File: src/sv/wsht_pkg.sv
// ----------------------------------------------------------------------------
// wsht_pkg
// Shared types and constants of the window slot table and hit test core.
// ----------------------------------------------------------------------------
package wsht_pkg;

   localparam int SLOT_COUNT_DEF = 16;

   localparam int COORD_W  = 12;
   localparam int TITLE_W  = 7;
   localparam int KIND_W   = 2;
   localparam int ID_W     = 8;
   localparam int STATUS_W = 2;
   localparam int SLOT_W   = 4;
   localparam int CSR_IDX_W = 2;

   localparam int WND_WIDTH  = 600;
   localparam int WND_HEIGHT = 300;

   localparam logic [COORD_W-1:0] WIN_HALF_W = COORD_W'(WND_WIDTH / 2);
   localparam logic [COORD_W-1:0] WIN_HALF_H = COORD_W'(WND_HEIGHT / 2);

   localparam logic [COORD_W-1:0] FB_WIDTH_RST  = 12'd1024;
   localparam logic [COORD_W-1:0] FB_HEIGHT_RST = 12'd768;
   localparam logic [TITLE_W-1:0] TITLE_RST     = 7'd20;

   localparam logic [KIND_W-1:0] KIND_CREATE  = 2'd0;
   localparam logic [KIND_W-1:0] KIND_DESTROY = 2'd1;
   localparam logic [KIND_W-1:0] KIND_HIT     = 2'd2;

   localparam logic [STATUS_W-1:0] STATUS_OK     = 2'd0;
   localparam logic [STATUS_W-1:0] STATUS_FULL   = 2'd1;
   localparam logic [STATUS_W-1:0] STATUS_NO_HIT = 2'd2;

   localparam logic [CSR_IDX_W-1:0] CSR_FB_WIDTH  = 2'd0;
   localparam logic [CSR_IDX_W-1:0] CSR_FB_HEIGHT = 2'd1;
   localparam logic [CSR_IDX_W-1:0] CSR_TITLE     = 2'd2;

   typedef enum logic [1:0] {
      ST_IDLE,
      ST_CREATE,
      ST_HIT
   } state_type;

   typedef struct packed {
      logic [KIND_W-1:0]  kind;
      logic [ID_W-1:0]    window_id;
      logic [COORD_W-1:0] point_x;
      logic [COORD_W-1:0] point_y;
   } req_type;

   typedef struct packed {
      logic [STATUS_W-1:0] status;
      logic [SLOT_W-1:0]   slot_index;
   } rsp_type;

endpackage

File: src/sv/wsht_hit_cmp.sv
// ----------------------------------------------------------------------------
// wsht_hit_cmp
// Rectangle containment test of one slot against the latched point, with the
// top edge raised by the title bar and right and bottom edges inclusive.
// ----------------------------------------------------------------------------
module wsht_hit_cmp (
   input  logic [wsht_pkg::COORD_W-1:0] left,
   input  logic [wsht_pkg::COORD_W-1:0] top,
   input  logic [wsht_pkg::COORD_W-1:0] point_x,
   input  logic [wsht_pkg::COORD_W-1:0] point_y,
   input  logic [wsht_pkg::TITLE_W-1:0] title_bar_height,
   output logic                         hit
);
   import wsht_pkg::*;

   logic [COORD_W:0] left_ext;
   logic [COORD_W:0] top_ext;
   logic [COORD_W:0] px_ext;
   logic [COORD_W:0] py_ext;
   logic [COORD_W:0] right_edge;
   logic [COORD_W:0] bottom_edge;
   logic [COORD_W:0] py_raised;

   always_comb begin
      left_ext    = {1'b0, left};
      top_ext     = {1'b0, top};
      px_ext      = {1'b0, point_x};
      py_ext      = {1'b0, point_y};
      right_edge  = left_ext + (COORD_W + 1)'(WND_WIDTH);
      bottom_edge = top_ext + (COORD_W + 1)'(WND_HEIGHT);
      py_raised   = py_ext + (COORD_W + 1)'(title_bar_height);
      hit = (px_ext >= left_ext) && (px_ext <= right_edge) &&
            (py_raised >= top_ext) && (py_ext <= bottom_edge);
   end

endmodule

File: src/sv/window_slot_table_hit_test_core.sv
// ----------------------------------------------------------------------------
// window_slot_table_hit_test_core
// Window slot table with create, destroy and point hit test, scanned one slot
// per cycle by a small sequencer.
// ----------------------------------------------------------------------------
// A command is taken when start is high and busy is low; its single result
// appears on rsp_data for one cycle with rsp_strobe and must be captured then.
// Destroy and unused kinds answer on the cycle after the command. Create scans
// the in-use bits one slot per cycle from slot 0 and takes the lowest free one,
// or answers full after the last slot. Hit test reads the coordinate memory
// one slot per cycle with a registered read and answers with the lowest in-use
// slot that holds the point, or with no hit after the last slot. The result
// strobe follows in the next cycle, during which busy is already low.
// The configuration port is always ready; it is to be written only while idle, which the block itself does not enforce.
// ----------------------------------------------------------------------------
module window_slot_table_hit_test_core #(
   parameter int SLOT_COUNT = wsht_pkg::SLOT_COUNT_DEF
) (
   input  logic                           clock,
   input  logic                           reset,
   input  logic                           start,
   output logic                           busy,
   input  wsht_pkg::req_type              req_data,
   output logic                           rsp_strobe,
   output wsht_pkg::rsp_type              rsp_data,
   input  logic                           csr_valid,
   output logic                           csr_ready,
   input  logic [wsht_pkg::CSR_IDX_W-1:0] csr_index,
   input  logic [wsht_pkg::COORD_W-1:0]   csr_data
);
   import wsht_pkg::*;

   localparam int IDX_W = (SLOT_COUNT > 1) ? $clog2(SLOT_COUNT) : 1;
   localparam int CNT_W = $clog2(SLOT_COUNT + 1);
   localparam logic [IDX_W-1:0] LAST_IDX = IDX_W'(SLOT_COUNT - 1);
   localparam logic [CNT_W-1:0] CNT_END  = CNT_W'(SLOT_COUNT);
   localparam logic [ID_W-1:0]  ID_LIMIT = ID_W'(SLOT_COUNT);

   logic [COORD_W-1:0] fb_width_ff;
   logic [COORD_W-1:0] fb_height_ff;
   logic [TITLE_W-1:0] title_ff;

   state_type state_ff, state_in;
   logic [CNT_W-1:0]      cnt_ff, cnt_in;
   logic [SLOT_COUNT-1:0] in_use_ff, in_use_in;
   logic [COORD_W-1:0]    px_ff, px_in;
   logic [COORD_W-1:0]    py_ff, py_in;
   logic                  rsp_strobe_ff, rsp_strobe_in;
   rsp_type               rsp_ff, rsp_in;
   logic                  rd_vld_ff, rd_vld_in;
   logic                  rd_use_ff, rd_use_in;
   logic [IDX_W-1:0]      rd_idx_ff, rd_idx_in;

   logic [COORD_W-1:0] left_mem [SLOT_COUNT];
   logic [COORD_W-1:0] top_mem  [SLOT_COUNT];
   logic [COORD_W-1:0] rd_left_ff;
   logic [COORD_W-1:0] rd_top_ff;

   logic               mem_we;
   logic [IDX_W-1:0]   scan_idx;
   logic [COORD_W-1:0] new_left;
   logic [COORD_W-1:0] new_top;
   logic               accept;
   logic               slot_hit;

   assign csr_ready  = 1'b1;
   assign busy       = (state_ff != ST_IDLE);
   assign rsp_strobe = rsp_strobe_ff;
   assign rsp_data   = rsp_ff;
   assign accept     = start && !busy;
   assign scan_idx   = cnt_ff[IDX_W-1:0];
   assign new_left   = (fb_width_ff >> 1) - WIN_HALF_W;
   assign new_top    = (fb_height_ff >> 1) - WIN_HALF_H;

   function automatic logic [SLOT_W-1:0] slot_code(input logic [IDX_W-1:0] idx);
      logic [IDX_W+SLOT_W-1:0] wide;
      wide = {{SLOT_W{1'b0}}, idx};
      return wide[SLOT_W-1:0];
   endfunction

   wsht_hit_cmp u_hit_cmp (
      .left             (rd_left_ff),
      .top              (rd_top_ff),
      .point_x          (px_ff),
      .point_y          (py_ff),
      .title_bar_height (title_ff),
      .hit              (slot_hit)
   );

   always_ff @(posedge clock) begin
      if (reset) begin
         fb_width_ff  <= FB_WIDTH_RST;
         fb_height_ff <= FB_HEIGHT_RST;
         title_ff     <= TITLE_RST;
      end else if (csr_valid && csr_ready) begin
         unique case (csr_index)
            CSR_FB_WIDTH:  fb_width_ff  <= csr_data;
            CSR_FB_HEIGHT: fb_height_ff <= csr_data;
            CSR_TITLE:     title_ff     <= csr_data[TITLE_W-1:0];
            default: begin
            end
         endcase
      end
   end

   always_ff @(posedge clock) begin
      if (mem_we) begin
         left_mem[scan_idx] <= new_left;
         top_mem[scan_idx]  <= new_top;
      end
      rd_left_ff <= left_mem[scan_idx];
      rd_top_ff  <= top_mem[scan_idx];
   end

   always_ff @(posedge clock) begin
      if (reset) begin
         state_ff      <= ST_IDLE;
         cnt_ff        <= '0;
         in_use_ff     <= '0;
         rsp_strobe_ff <= 1'b0;
         rd_vld_ff     <= 1'b0;
      end else begin
         state_ff      <= state_in;
         cnt_ff        <= cnt_in;
         in_use_ff     <= in_use_in;
         rsp_strobe_ff <= rsp_strobe_in;
         rd_vld_ff     <= rd_vld_in;
      end
   end

   always_ff @(posedge clock) begin
      px_ff     <= px_in;
      py_ff     <= py_in;
      rsp_ff    <= rsp_in;
      rd_use_ff <= rd_use_in;
      rd_idx_ff <= rd_idx_in;
   end

   always_comb begin
      state_in      = state_ff;
      cnt_in        = cnt_ff;
      in_use_in     = in_use_ff;
      px_in         = px_ff;
      py_in         = py_ff;
      rsp_strobe_in = 1'b0;
      rsp_in        = rsp_ff;
      rd_vld_in     = 1'b0;
      rd_use_in     = in_use_ff[scan_idx];
      rd_idx_in     = scan_idx;
      mem_we        = 1'b0;

      unique case (state_ff)
         ST_IDLE: begin
            if (accept) begin
               cnt_in = '0;
               px_in  = req_data.point_x;
               py_in  = req_data.point_y;
               priority if (req_data.kind == KIND_CREATE) begin
                  state_in = ST_CREATE;
               end else if (req_data.kind == KIND_HIT) begin
                  state_in = ST_HIT;
               end else begin
                  if (req_data.kind == KIND_DESTROY && req_data.window_id < ID_LIMIT) begin
                     in_use_in[req_data.window_id[IDX_W-1:0]] = 1'b0;
                  end
                  rsp_strobe_in     = 1'b1;
                  rsp_in.status     = STATUS_OK;
                  rsp_in.slot_index = '0;
               end
            end
         end
         ST_CREATE: begin
            priority if (!in_use_ff[scan_idx]) begin
               mem_we              = 1'b1;
               in_use_in[scan_idx] = 1'b1;
               rsp_strobe_in       = 1'b1;
               rsp_in.status       = STATUS_OK;
               rsp_in.slot_index   = slot_code(scan_idx);
               state_in            = ST_IDLE;
            end else if (scan_idx == LAST_IDX) begin
               rsp_strobe_in     = 1'b1;
               rsp_in.status     = STATUS_FULL;
               rsp_in.slot_index = '0;
               state_in          = ST_IDLE;
            end else begin
               cnt_in = cnt_ff + 1'b1;
            end
         end
         ST_HIT: begin
            if (cnt_ff != CNT_END) begin
               rd_vld_in = 1'b1;
               cnt_in    = cnt_ff + 1'b1;
            end
            priority if (rd_vld_ff && rd_use_ff && slot_hit) begin
               rd_vld_in         = 1'b0;
               rsp_strobe_in     = 1'b1;
               rsp_in.status     = STATUS_OK;
               rsp_in.slot_index = slot_code(rd_idx_ff);
               state_in          = ST_IDLE;
            end else if (rd_vld_ff && rd_idx_ff == LAST_IDX) begin
               rd_vld_in         = 1'b0;
               rsp_strobe_in     = 1'b1;
               rsp_in.status     = STATUS_NO_HIT;
               rsp_in.slot_index = '0;
               state_in          = ST_IDLE;
            end else begin
            end
         end
         default: begin
            state_in = ST_IDLE;
         end
      endcase
   end

endmodule
File: config.mk
export PLATFORM = sky130hd
export DESIGN_NAME = window_slot_table_hit_test_core
export DESIGN_NICKNAME = d
export VERILOG_FILES = /design/src/sv/wsht_pkg.sv /design/src/sv/wsht_hit_cmp.sv /design/src/sv/window_slot_table_hit_test_core.sv
export SDC_FILE = /design/constraint.sdc
export NUM_CORES = 1
export LEC_CHECK = 0
export ABC_CLOCK_PERIOD_IN_PS = 7400
export BUFFER_PORTS_ARGS = -buffer_cell sky130_fd_sc_hd__buf_2
export CORE_ASPECT_RATIO = 1.2
export CORE_MARGIN = 3
export CORE_UTILIZATION = 53
export DETAILED_ROUTE_END_ITERATION = 6
export PLACE_DENSITY = 0.7
export SKIP_LAST_GASP = 1
export SLEW_MARGIN = 30
export SYNTH_ARGS = -nofsm -noshare
export SYNTH_HDL_FRONTEND = slang
export SYNTH_SLANG_ARGS = --single-unit
export TNS_END_PERCENT = 50
File: constraint.sdc
create_clock -name clock -period 7.4 [get_ports clock]
set_input_delay 1.11 -clock clock [delete_from_list [all_inputs] [get_ports clock]]
set_output_delay 1.11 -clock clock [all_outputs]
set_load 0.02 [all_outputs]
[Word-level counts from Yosys, hierarchy flattened]
Memories as Yosys holds them, arrays and structs flattened. A register that Yosys moved wholly into a read port is not among the register bits.
Index checks and enable logic that the tools add are counted.
Storage, ports and cells
  flip-flop bits (word level): 91
  bits in writable memories: 384
  input port bits: 52
  output and inout port bits: 9
  word-level logic and storage cells: 127
  memories kept: 2
Memory list
  left_mem: words 16, bits a word 12, rd ports 1, clocked after memory_dff 1, write ports 1, RTL line window_slot_table_hit_test_core.sv:54  | logic [COORD_W-1:0] left_mem [SLOT_COUNT];
  top_mem: words 16, bits a word 12, rd ports 1, clocked after memory_dff 1, write ports 1, RTL line window_slot_table_hit_test_core.sv:55  | logic [COORD_W-1:0] top_mem [SLOT_COUNT];
Cells by class
  add/sub/neg operators: 6
  order comparisons: 9
  eq/ne operators: 20
  multiplexer cells: 46
  bitwise gates (word level): 4
  reductions and logical operators: 26
Operators by type and width (count)
  16-bit two-way mux: 5
  6-bit two-way mux: 7
  16-bit case mux with 2 select lines: 1
  12-bit by 13-bit <= comparator with 1-bit output: 2
  5-bit two-way mux: 4
  6-bit case mux with 3 select lines: 1
  16-bit bitwise AND: 1
  2-bit inequality test (second input constant): 8
  16-bit NOT: 1
  16-bit bitwise OR: 1
  1-bit two-way mux: 15
  5-bit case mux with 3 select lines: 1
  2-bit two-way mux: 7
  12-bit by 10-bit adder with 13-bit output (second input constant): 1
  12-bit by 7-bit adder with 13-bit output: 1
  12-bit by 9-bit adder with 13-bit output (second input constant): 1
  13-bit by 12-bit >= comparator with 1-bit output: 1
  12-bit >= comparator: 1
  6-bit AND reduction: 2
  11-bit by 8-bit subtractor with 12-bit output (second input constant): 1
  11-bit by 9-bit subtractor with 12-bit output (second input constant): 1
  1-bit logical AND: 10
  4-bit by 5-bit < comparator with 1-bit output (second input constant): 2
  3-bit inequality test (second input constant): 3
  20 further kinds: 33

[Longest topological paths before layout]
  depth in word-level cells: 11
  mapped depth: 16
  mapped depth without buffers: 16

[Cells and area by module]
From an unflattened synthesis, not the netlist that was laid out.
Second synthesis, totals
  cell total of the unflattened synthesis: 1185
  area total of the unflattened synthesis: 20574.7 um^2
Modules (own cells, without submodules)
  window_slot_table_hit_test_core: instances 1, cells each 965, area each 18885.6 um^2, sequential area each 14093.5 um^2
  wsht_hit_cmp: instances 1, cells each 220, area each 1689.1 um^2, sequential area each 0.0 um^2

[Worst setup path after synthesis]
Ideal clock, no wire load.
  path type: reg-to-reg
  start point: register cnt_ff[1]
  end point: memory left_mem[1][0] (enable)
  setup time: 435 ps
  arrival: 3527 ps
  data required time: 6965 ps
  path slack: 3438 ps
  cell stages (with the launch flop): 7
  path buffers: 1
  clock period less this slack: 3962 ps
  cell sequence: dfxtp_1 -> buf_6 -> mux4_2 -> mux4_2 -> nor2_4 -> nand2_1 -> nor3_1
On the way
  cells in the longest elaborated chain, start to end: 6
RTL lines
  start: declaration: RTL line window_slot_table_hit_test_core.sv:44  | logic [CNT_W-1:0] cnt_ff, cnt_in;
  start signal: assignment: RTL line window_slot_table_hit_test_core.sv:124  | cnt_ff <= cnt_in;
  1-bit binary-select mux with 4-bit select
  1-bit two-way mux
  named net rd_use_in: RTL line window_slot_table_hit_test_core.sv:51  | logic rd_use_ff, rd_use_in;
  1-bit two-way mux: RTL line window_slot_table_hit_test_core.sv:173  | priority if (!in_use_ff[scan_idx]) begin
  1-bit two-way mux: RTL line window_slot_table_hit_test_core.sv:152  | unique case (state_ff)
  1-bit two-way mux: RTL line window_slot_table_hit_test_core.sv:107  | if (mem_we) begin
  1-bit two-way mux (not written as such): RTL line window_slot_table_hit_test_core.sv:108  | left_mem[scan_idx] <= new_left;
  end: declaration: RTL line window_slot_table_hit_test_core.sv:54
The timed path passes the listed nets, and every way through them passes these cells. The select of a mux whose other input is x is not followed.

[Final worst setup path]
  start point: register cnt_ff[1]
  end point: memory left_mem[14][1] (enable)
Same word-level chain as after synthesis.

==> reports/summary.txt <==
=====================================================================================
Floorplan die area .....................................................   41100 um^2
Hold/Removal Path Class ................................................ register to register
Count of placed standard cells including taps ..........................         1687
Worst Hold Path EP ..................................................... in_use_ff[10]$_SDFFE_PP0P_
Worst Setup Slack, final ...............................................      3.47 ns
Startpoint types .......................................................     register
Top cell type's share of synthesized area ..............................        0.607
Synth Register Bits ....................................................          497
Vias per cell ..........................................................         6.08
Clock root buffer master ............................................... sky130_fd_sc_hd__clkbuf_16
Overall routed net length ..............................................     44200 um
CTS tree ...............................................................         done
YS warnings ............................................................            0
Period utilization .....................................................        0.531
Crit Path Class ........................................................ register to register
Total of cells resized after clock tree synthesis ......................            0
Total CTS buffers ......................................................           48
Avg Inst Size Synth ....................................................    17.4 um^2
Clock-pin slew of the registers on the worst-case setup and hold paths .      0.06 ns
Number of antenna repair diodes ........................................            0
Worst hold path stage count ............................................            2
Launch instance of the worst min-delay path ............................ in_use_ff[10]$_SDFFE_PP0P_
Commonest register cell after synthesis ................................ sky130_fd_sc_hd__edfxtp_1
Sequential cell area ...................................................   14100 um^2
Top achievable clock speed .............................................      254 MHz
Placeable core area ....................................................   38000 um^2
Drt first-iter violations ..............................................          921
Destination of the worst register-to-register timing path .............. left_mem[14][1]$_DFFE_PP_
Ratio of cells with drive above 1 in the final layout ..................        0.248
Final setup viols ......................................................            0
Nature of the critical path endpoint ...................................     register
Post-synthesis cell type with the largest combined area ................ sky130_fd_sc_hd__edfxtp_1
Lkg Pwr ................................................................      7.80 nW
Maximum buffer depth of the clock tree .................................            3
Combined area of the multi-input logic cells ...........................    6210 um^2
Antenna-violating nets left ............................................            0
Count of flip-flops with a built-in enable after synthesis .............          414
Count of max-cap constraint violations .................................            0
Count of boundary I/O pins .............................................           61
R2r setup slk ..........................................................      3.47 ns
Setup TNS Final ........................................................         0 ns
Final routed DRC violation total .......................................            0
Final Hold Fails .......................................................            0
Area overhead of the layout relative to synthesis ......................        13.5%
Crit Path Max Fanout ...................................................           61
Count of cells along the worst register-to-register path ...............            5
Data required time at the worst endpoint ...............................      7.58 ns
Cell types occupying the most area after synthesis ..................... sky130_fd_sc_hd__edfxtp_1 (61%), sky130_fd_sc_hd__mux4_2 (14%), sky130_fd_sc_hd__dfxtp_1 (8.1%), sky130_fd_sc_hd__ha_1 (3.9%), sky130_fd_sc_hd__xnor2_1 (1.2%)
Cell area after synthesis ..............................................   20500 um^2
Top cells by count, synth .............................................. sky130_fd_sc_hd__edfxtp_1 (414), sky130_fd_sc_hd__mux4_2 (125), sky130_fd_sc_hd__dfxtp_1 (83)
Vias post-DR ...........................................................        10800
Most common cell in the netlist ........................................ sky130_fd_sc_hd__edfxtp_1
Row cnt ................................................................           78
Setup repair after global routing missed its margin ....................        false
Half-perimeter wire length of the detailed placement result ............     27500 um
Peak supply drop .......................................................     0.149 mV
Initial antenna violation count ........................................            1
Final cell count without fillers .......................................         1778
Tightest slew margin relative to the limit .............................        0.345
Post-layout min period .................................................      3.93 ns
Clock Sink Count .......................................................          497
Crit path DAT ..........................................................      4.11 ns
Count of input and output buffers ......................................           59
Vias in the first global route .........................................        11100
Status .................................................................    completed
Placer congestion estimate .............................................        0.825
Remaining global-route overflow ........................................            0
Post-route total power .................................................      6.52 mW
Post-synth cell types ..................................................           61
Max-slew violation total from the final report .........................            0
Avg WL per Cell ........................................................      24.9 um
P per Cell Area ........................................................  280 nW/um^2
Clock Skew .............................................................    0.0148 ns
Post-synthesis net count ...............................................         1295
Starting density of the core ...........................................        0.540
Global-route wire length before repair .................................     66900 um
Number of setup buffers added after CTS ................................            0
First-pass iteration count of the detailed router ......................            5
Die boundary width .....................................................       185 um
Maximum number of pins on one net before global-route repair ...........           62
H-Tree Depth ...........................................................            2
Later-pin clock latency in the skew report .............................      0.57 ns
Worst-case setup slack after placement .................................      3.42 ns
Share of synthesized flip-flops with an asynchronous set or reset ......            0
Startpoint of the worst-slack reg-to-reg timing path ................... cnt_ff[1]$_SDFFE_PP0P_
Number of inserted filler cells in the final layout ....................         2693
Part of the Yosys area used for sequential elements ....................        0.688
Post-layout nets .......................................................         1375
Post-CTS Hold Buffers ..................................................            0
Height of the die ......................................................       221 um
Worst-margin pin slew ..................................................     0.980 ns
All-Layer GR Usage .....................................................        0.218
Gate count of the mapped netlist .......................................         1178
=====================================================================================
-- cell usage in the layout, fill, tap and decap left out, types with 6 or more instances in the layout --
cell type                   count
sky130_fd_sc_hd__clkbuf_16     48
sky130_fd_sc_hd__dfxtp_1       79
sky130_fd_sc_hd__ha_1          64
sky130_fd_sc_hd__clkbuf_1       6
sky130_fd_sc_hd__o21a_1         8
sky130_fd_sc_hd__inv_1         47
sky130_fd_sc_hd__buf_4         20
sky130_fd_sc_hd__mux2i_1       22
sky130_fd_sc_hd__a21o_1         8
sky130_fd_sc_hd__nand2_1       57
sky130_fd_sc_hd__nor2b_1        9
sky130_fd_sc_hd__o21ai_0       19
sky130_fd_sc_hd__clkbuf_8       6
sky130_fd_sc_hd__bufinv_16      7
sky130_fd_sc_hd__a31oi_1        7
sky130_fd_sc_hd__clkinv_2       6
sky130_fd_sc_hd__buf_2         59
sky130_fd_sc_hd__edfxtp_1     414
sky130_fd_sc_hd__xnor2_1       24
sky130_fd_sc_hd__and3_1         9
sky130_fd_sc_hd__o211ai_1       8
sky130_fd_sc_hd__nor3_1         8
sky130_fd_sc_hd__nor2_1        44
sky130_fd_sc_hd__nor2_4        12
sky130_fd_sc_hd__a311oi_1       6
sky130_fd_sc_hd__nand3_1       24
sky130_fd_sc_hd__xor2_2         9
sky130_fd_sc_hd__a21oi_1       44
sky130_fd_sc_hd__mux4_2       125
-- registers in the layout (all words and copies together), names as in the netlist --
name,cells
top_mem,192
in_use_ff,16
rd_idx_ff,4
rd_vld_ff,1
rsp_data,6
rd_use_ff,1
fb_width_ff,11
left_mem,192
py_ff,12
cnt_ff,5
rd_top_ff,12
px_ff,12
title_ff,7
rd_left_ff,12
state_ff,2
fb_height_ff,11
rsp_strobe,1
-- power by group --
part	internal [mW]	switching, mW
Sequential	3.12	0.0724
Combinational	0.353	0.418
Clock	1.51	1.05
Total	4.98	1.54
-- final cells by class --
class / instances / share of cell area
clock inverter: 30 / 0.0162
timing repair buffer: 81 / 0.0208
multi-input combinational: 583 / 0.267
tap: 480 / 0.0258
clock buffer: 60 / 0.0561
inverter: 47 / 0.00758
sequential: 497 / 0.606
-- worst max-delay path by stage --
stage | slack [ns] | end | cells past startpoint | startpoint
6_report | 3.47 | left_mem[14][1]$_DFFE_PP_ | 5 | cnt_ff[1]$_SDFFE_PP0P_
5_1_grt | 3.21 | rsp_data[1]$_DFFE_PP_ | 15 | py_ff[1]$_DFFE_PP_
4_1_cts | 3.41 | left_mem[13][5]$_DFFE_PP_ | 5 | cnt_ff[1]$_SDFFE_PP0P_
3_5_place_dp | 3.42 | left_mem[13][10]$_DFFE_PP_ | 5 | cnt_ff[1]$_SDFFE_PP0P_
3_3_place_gp | 3.51 | left_mem[13][5]$_DFFE_PP_ | 5 | cnt_ff[1]$_SDFFE_PP0P_
2_1_floorplan | 3.44 | left_mem[1][0]$_DFFE_PP_ | 6 | cnt_ff[1]$_SDFFE_PP0P_
-- logic make-up after synthesis --
kind of cell / count (synthesis) / share of synthesized area
and+or+nand+nor: 197 / 0.0456
buffers and inverters: 98 / 0.0190
other: 1 / 0.000183
muxes: 147 / 0.148
DFF: 497 / 0.688
adders and majority gates: 65 / 0.0401
AOI/OAI and AO/OA: 134 / 0.0426
xor gates and xnor gates: 39 / 0.0167
-- metrics by stage --
stage	area, um^2	hold slack (ns)	util
after CTS	23200	0.482	0.611
after floorplan	20500	0.329	-
after global routing	23300	0.516	0.613
after detailed placement	21500	0.472	0.567
final	23300	0.484	0.613
after global placement	21500	0.458	0.565
-- routing by layer --
layer / GRT usage / part of all wire
met2: 0.361 / 0.50
met4: 0.0712 / 0.028
met1: 0.297 / 0.40
met3: 0.0365 / 0.065
met5: 0 / 0
-- critical path: stages, from the launching register on --
cell and delay (ns):
sky130_fd_sc_hd__dfxtp_4 0.96, sky130_fd_sc_hd__mux4_2 0.62, sky130_fd_sc_hd__mux4_2 0.60, sky130_fd_sc_hd__nor2_4 0.27, sky130_fd_sc_hd__nand2_1 0.27, sky130_fd_sc_hd__nor2_4 0.81
(Power assumes the default switching activity.)
